## config.mk

```make
export PLATFORM = sky130hd
export DESIGN_NAME = sorted_priority_queue_unit
export DESIGN_NICKNAME = d
export VERILOG_FILES = /design/src/hdl/spq_pkg.sv /design/src/hdl/spq_cell.sv /design/src/hdl/sorted_priority_queue_unit.sv
export SDC_FILE = /design/constraint.sdc
export NUM_CORES = 2
export LEC_CHECK = 0
export BUFFER_PORTS_ARGS = -buffer_cell sky130_fd_sc_hd__buf_2
export CORE_AREA = 2 2 253 255
export CTS_BUF_LIST = sky130_fd_sc_hd__clkbuf_8
export CTS_CLUSTER_DIAMETER = 80
export DETAILED_ROUTE_END_ITERATION = 8
export DIE_AREA = 0 0 255 257
export PLACE_DENSITY = 0.78
export SLEW_MARGIN = 10
export SYNTH_ARGS = -nofsm -noshare
export SYNTH_HDL_FRONTEND = slang
export SYNTH_SLANG_ARGS = --single-unit
```

## constraint.sdc

```tcl
create_clock -name i_clk -period 12.7 [get_ports i_clk]
set_input_delay 1.905 -clock i_clk [delete_from_list [all_inputs] [get_ports i_clk]]
set_output_delay 1.905 -clock i_clk [all_outputs]
set_load 0.03 [all_outputs]
```

## src/hdl/spq_pkg.sv

```systemverilog
// ----------------------------------------------------------------------------
// spq_pkg: shared types and constants of the sorted priority queue
// Status codes, the command bundle broadcast along the cell chain, and the
// default queue depth.
// ----------------------------------------------------------------------------
package spq_pkg;

    // Default number of cells in the chain
    localparam int DEPTH_DEF = 16;

    // Field widths fixed by the interface
    localparam int VALUE_W  = 32;
    localparam int OCC_W    = 5;

    // Result status codes
    typedef enum logic [1:0] {
        ST_OK    = 2'd0,
        ST_OVER  = 2'd1,
        ST_UNDER = 2'd2
    } t_status;

    // Input action codes
    localparam logic ACT_INSERT = 1'b0;
    localparam logic ACT_REMOVE = 1'b1;

    // Command broadcast to every cell
    typedef struct packed {
        logic                       ins;    // insert value in order
        logic                       rem;    // drop the head, shift down
        logic signed [VALUE_W-1:0]  value;  // value being inserted
    } t_cmd;

endpackage

```

## src/hdl/spq_cell.sv

```systemverilog
// ----------------------------------------------------------------------------
// spq_cell: one slot of the sorted chain
// Holds one entry. On insert it keeps its entry, takes the new value, or takes
// its lower neighbor's entry; on remove it takes its upper neighbor's entry.
// ----------------------------------------------------------------------------
module spq_cell
    import spq_pkg::*;
(
    input  logic                       i_clk,
    input  t_cmd                       i_cmd,
    input  logic                       i_valid,        // slot is below the count
    input  logic signed [VALUE_W-1:0]  i_prev_entry,   // entry of lower neighbor
    input  logic                       i_prev_greater, // lower neighbor > value
    input  logic signed [VALUE_W-1:0]  i_next_entry,   // entry of upper neighbor
    output logic signed [VALUE_W-1:0]  o_entry,
    output logic                       o_greater
);

    logic signed [VALUE_W-1:0] r_entry;
    logic signed [VALUE_W-1:0] n_entry;

    // Strictly greater keeps equal values in arrival order
    assign o_greater = i_valid && (r_entry > i_cmd.value);
    assign o_entry   = r_entry;

    // Next entry selection
    always_comb begin
        n_entry = r_entry;
        if (i_cmd.rem) begin
            n_entry = i_next_entry;
        end else if (i_cmd.ins) begin
            if (i_prev_greater) begin
                n_entry = i_prev_entry;
            end else if (o_greater || !i_valid) begin
                n_entry = i_cmd.value;
            end
        end
    end

    // Entry register, payload only
    always_ff @(posedge i_clk) begin
        r_entry <= n_entry;
    end

endmodule

```

## src/hdl/sorted_priority_queue_unit.sv

```systemverilog
// ----------------------------------------------------------------------------
// sorted_priority_queue_unit: sorted-array priority queue on a chain of cells
// Keeps up to DEPTH signed values in ascending order; insert places a value
// after equal entries, remove returns the smallest entry.
//
//   channel   direction  handshake          payload
//   command   in         start / busy       i_action, i_value
//   result    out        o_strobe (1 cyc)   o_removed_value, o_status, o_occupancy
//
// One transaction is accepted every cycle; busy stays low. All cells compare
// against the broadcast value and shift in the same cycle. The registered result
// reaches the result ports in the cycle after acceptance, strobed for one cycle.
// Synchronous active-low reset empties the queue and clears the strobe.
// The receiver cannot stall; results are never held.
// ----------------------------------------------------------------------------
module sorted_priority_queue_unit
    import spq_pkg::*;
#(
    parameter int DEPTH = DEPTH_DEF
)(
    input  logic                       i_clk,
    input  logic                       i_rst_n,
    input  logic                       start,
    output logic                       busy,
    input  logic                       i_action,
    input  logic signed [VALUE_W-1:0]  i_value,
    output logic                       o_strobe,
    output logic signed [VALUE_W-1:0]  o_removed_value,
    output logic [1:0]                 o_status,
    output logic [OCC_W-1:0]           o_occupancy
);

    localparam int CNT_W = $clog2(DEPTH + 1);
    localparam logic [CNT_W-1:0] FULL_CNT = CNT_W'(DEPTH);

    logic [CNT_W-1:0]          r_count;
    logic [CNT_W-1:0]          n_count;
    logic                      w_accept;
    logic                      w_full;
    logic                      w_empty;
    t_cmd                      w_cmd;
    t_status                   w_status;

    logic signed [VALUE_W-1:0] w_entry   [DEPTH];
    logic                      w_greater [DEPTH];

    logic                      r_strobe;
    logic signed [VALUE_W-1:0] r_removed_value;
    t_status                   r_status;
    logic [OCC_W-1:0]          r_occupancy;

    assign busy     = 1'b0;
    assign w_accept = start && !busy;
    assign w_full   = (r_count == FULL_CNT);
    assign w_empty  = (r_count == '0);

    // Command broadcast to the chain
    always_comb begin
        w_cmd.ins   = w_accept && (i_action == ACT_INSERT) && !w_full;
        w_cmd.rem   = w_accept && (i_action == ACT_REMOVE) && !w_empty;
        w_cmd.value = i_value;
    end

    // Cell chain
    for (genvar g = 0; g < DEPTH; g++) begin : g_cell
        logic signed [VALUE_W-1:0] w_prev_entry;
        logic                      w_prev_greater;
        logic signed [VALUE_W-1:0] w_next_entry;

        if (g == 0) begin : g_head
            assign w_prev_entry   = '0;
            assign w_prev_greater = 1'b0;
        end else begin : g_body
            assign w_prev_entry   = w_entry[g-1];
            assign w_prev_greater = w_greater[g-1];
        end

        if (g == DEPTH - 1) begin : g_tail
            assign w_next_entry = '0;
        end else begin : g_link
            assign w_next_entry = w_entry[g+1];
        end

        spq_cell u_cell (
            .i_clk          (i_clk),
            .i_cmd          (w_cmd),
            .i_valid        (CNT_W'(g) < r_count),
            .i_prev_entry   (w_prev_entry),
            .i_prev_greater (w_prev_greater),
            .i_next_entry   (w_next_entry),
            .o_entry        (w_entry[g]),
            .o_greater      (w_greater[g])
        );
    end

    // Count update and status
    always_comb begin
        n_count  = r_count;
        w_status = ST_OK;
        if (w_cmd.ins) begin
            n_count = r_count + 1'b1;
        end else if (w_cmd.rem) begin
            n_count = r_count - 1'b1;
        end
        if (i_action == ACT_INSERT) begin
            if (w_full) w_status = ST_OVER;
        end else begin
            if (w_empty) w_status = ST_UNDER;
        end
    end

    // Control registers
    always_ff @(posedge i_clk) begin
        if (!i_rst_n) begin
            r_count  <= '0;
            r_strobe <= 1'b0;
        end else begin
            r_count  <= n_count;
            r_strobe <= w_accept;
        end
    end

    // Result registers
    always_ff @(posedge i_clk) begin
        if (w_accept) begin
            r_removed_value <= w_cmd.rem ? w_entry[0] : '0;
            r_status        <= w_status;
            r_occupancy     <= OCC_W'(n_count);
        end
    end

    assign o_strobe        = r_strobe;
    assign o_removed_value = r_removed_value;
    assign o_status        = r_status;
    assign o_occupancy     = r_occupancy;

endmodule

```

==> flow_metrics.env <==
export IMPL_power_leakage_nw=17.9
export IMPL_fin_setup_tns_ps=0
export IMPL_dieArea_sq_um=65500
export IMPL_max_slew_margin_pct=14.4
export IMPL_cp_cell_sequence="buf_2 > inv_1 > ha_1 > nand4_1 > nor4_1 > nand2_1 > a211oi_1 > nor3_1 > a21oi_4 > buf_4 > nor3_1 > o21ai_2 > buf_4"
export IMPL_fillers=4888
export IMPL_worstPathArrival_ps=6380
export IMPL_die_h_um=257
export IMPL_synth_edf_count=519
export IMPL_gp_congestion=0.992
export IMPL_die_x_um=255
export IMPL_num_rows=92
export IMPL_vias_per_cell=6.63
export IMPL_holdWs_ps=533
export IMPL_numCtsBuffers=96
export IMPL_drt_wirelength_per_cell_um=23.0
export IMPL_fin_crit_sh_pct=47.2
export IMPL_fin_skew_ps=25.4
export IMPL_ys_top_cells_by_area="edfxtp_1 (41%), ha_1 (17%), mux2i_1 (6.7%)"
export IMPL_design_area_sq_um=41500
export IMPL_muxShareOfSynthArea_pct=6.72
export IMPL_ys_seq_area_share_pct=42.5
export IMPL_cts_sinks=557
export IMPL_drt_total_wl_mm=110
export IMPL_critPathBufInv=4
export IMPL_area_delta_synth_final_pct=7.92
export IMPL_clock_latency_ps=710
export IMPL_slowest_stage="o21ai_2"
export IMPL_ys_types=75
export IMPL_grt_pass1_wl_mm=170
export IMPL_routed_via_count=31600
export IMPL_final_hold_violation_count=0
export IMPL_crit_fanout=65
export IMPL_first_global_vias=30100
export IMPL_antenna_found_initial=7
export IMPL_drive_above_1_share_pct=7.66
export IMPL_syn_avg_cell_area_sq_um=9.97
export IMPL_ys_ff_latch=557
export IMPL_power_density_nw_per_um2=147
export IMPL_synth_fa_ha_area_share_pct=16.7
export IMPL_cts_clk_slew_worst_paths_ps=60
export IMPL_critPathLaunchType="input pin"
export IMPL_cp_required_ps=13080
export IMPL_synth_compound_area_share_pct=15.9
export IMPL_cts_setup_buffers=0
export IMPL_io_buffer_count=75
export IMPL_maxCapViolations=0
export IMPL_gr_total_overflow=0
export IMPL_ir_worst_vdd_v=0.000105
export IMPL_fp_coreArea_sq_um=62700
export IMPL_synth_top_family_by_area="adder cells"
export IMPL_fmax_ghz=0.167
export IMPL_holdBufCountCts=0
export IMPL_cts_tree="yes"
export IMPL_cp_top_family="buffers and inverters"
export IMPL_first_pass_iters=7
export IMPL_finalCriticalPeriod_ps=6000
export IMPL_worst_path_largest_cell_delay_ps=740
export IMPL_dpl_cell_area_sq_um=39400
export IMPL_async_reset_ff_share_pct=0
export IMPL_drcViolationCount=0
export IMPL_synth_ff_type="edfxtp_1"
export IMPL_syn_area_sq_um=38500
export IMPL_cts_root_buf="clkbuf_8"
export IMPL_hpwl_mm=80.1
export IMPL_syn_inst=3859
export IMPL_hp_class="reg -> reg"
export IMPL_worstSetupEndpointType="flip-flop"
export IMPL_drt_iter0_drc=4004
export IMPL_max_clock_path_buffers=3
export IMPL_path_class="in -> reg"
export IMPL_finalMaxSlewViolations=0
export IMPL_worst_slew_pin_slew_ps=1280
export IMPL_yosysWarnings=0
export IMPL_synth_top_cell_area_share_pct=40.5
export IMPL_htree_num_levels=3
export IMPL_yosys_area_top_type="edfxtp_1"
export IMPL_status="finished clean"
export IMPL_synthXorXnorAreaFrac_pct=0.205
export IMPL_ctsResizeCount=0
export IMPL_setup_violations=0
export IMPL_drtAntennaViolNets=0
export IMPL_rsz0062_at_grt="false"
export IMPL_syn_num_nets=4410
export IMPL_grt_usage_pct=33.2
export IMPL_start_util_pct=61.3
export IMPL_pin_count=77
export IMPL_yosys_area_share_simple_pct=14.5
export IMPL_final_nets=4385
export IMPL_fin_util_pct=66.2
export IMPL_grt_max_degree=173
==> where the power goes <==
part / total, W / internal (W) / switching, W
registers: 0.00270 / 0.00242 / 0.000275
logic: 0.00161 / 0.000594 / 0.00102
clock network: 0.00180 / 0.000985 / 0.000812
==> kinds of logic (layout without fill, tap and decap cells) <==
kind of cell               after synthesis  in the layout
adders and majority gates              515            515
other                                    1              8
xor gates and xnor gates                 9              9
buffers and inverters                  307            365
AOI/OAI and AO/OA                      983            983
and+or+nand+nor                       1229           1229
muxes                                  258            258
DFF                                    557            557
==> tightest hold or removal path, delay by kind of cell, from the launching register on <==
family	cells	cell delay (ps)
flip-flops	1	330
AND/OR/NAND/NOR	1	110
AO/OA/AOI/OAI	1	50
==> layer usage <==
layer / wire (um) / GRT usage [%] / vias up
met3: 9790 / 4.70 / 265
met4: 4790 / 15.6 / 0
met1: 46600 / 48.0 / 15100
met2: 48400 / 49.2 / 1678
met5: 0 / 0 / -
li1: - / - / 14600
==> flip-flops by register name, summed over array words and instances (netlist names) <==
signal                 count
o_removed_value           32
g_cell.u_cell.o_entry    512
r_count                    5
o_status                   2
o_occupancy                5
o_strobe                   1
==> stage by stage <==
step / total power [W] / setup slack (ps) / std cells
CTS: 0.00607 / 6870 / 4763
finish: 0.00610 / 6700 / 4770
detailed placement: 0.00429 / 6140 / 4582
global placement: 0.00423 / 6230 / 4582
floorplan: 0.00377 / 5710 / 3859
global route: 0.00640 / 6500 / 4770
==> synth_stat cells (5+ instances only) <==
cell type and n:
a211oi_1 17, nand2b_1 7, clkbuf_1 159, inv_1 68
o21ai_0 151, buf_1 10, o21a_1 12, o211ai_1 203
a221oi_1 6, nand2_1 582, o221ai_1 13, o21ai_1 99
and3_1 5, buf_6 7, nand4_1 118, nor3_1 19
or3_1 7, xnor2_1 5, nand3_1 226, nor4_1 10
a21oi_1 271, nor2_1 160, mux2i_1 257, buf_4 9
edfxtp_1 519, nor2b_1 28, dfxtp_1 38, ha_1 515
buf_2 51, a21o_1 125, and2_1 37, o31ai_1 6
a31oi_1 40, or2_2 8
==> worst paths after layout <==
check / start / end / depth (start not counted) / slack, ps
worst max-delay path: i_value[26] / g_cell[6].u_cell.o_entry[28] / 13 / 6700
worst min-delay path: g_cell[15].u_cell.o_entry[0] / g_cell[15].u_cell.o_entry[0] / 2 / 530
worst max register to register: r_count[0] / g_cell[12].u_cell.o_entry[5] / 8 / 7720
worst min register to register: g_cell[15].u_cell.o_entry[0] / g_cell[15].u_cell.o_entry[0] / 2 / 530
==> final cells by class <==
| class | instances | area [sq um] | share of cell area, % |
|---|---|---|---|
| antenna | 7 | 17.5 | 0.0422 |
| timing repair buffer | 116 | 696 | 1.68 |
| sequential | 557 | 16300 | 39.4 |
| clock inverter | 66 | 485 | 1.17 |
| clock buffer | 115 | 1580 | 3.81 |
| multi-input combinational | 2995 | 21100 | 50.8 |
| inverter | 68 | 255 | 0.615 |
| tap | 846 | 1060 | 2.55 |
==> cells in the final DEF (no fill, tap or decap), types with 27 or more instances in the layout <==
cell | netlist | routed
nand2_1 | 582 | 582
edfxtp_1 | 519 | 519
ha_1 | 515 | 515
a21oi_1 | 271 | 268
mux2i_1 | 257 | 255
nand3_1 | 226 | 226
o211ai_1 | 203 | 203
nor2_1 | 160 | 157
o21ai_0 | 151 | 147
a21o_1 | 125 | 125
nand4_1 | 118 | 118
clkbuf_8 | 0 | 115
o21ai_1 | 99 | 97
inv_1 | 68 | 95
buf_2 | 51 | 75
buf_4 | 9 | 40
dfxtp_1 | 38 | 38
and2_1 | 37 | 37
a31oi_1 | 40 | 35
nor2b_1 | 28 | 27
No activity file was read; power rests on OpenSTA's default activity.
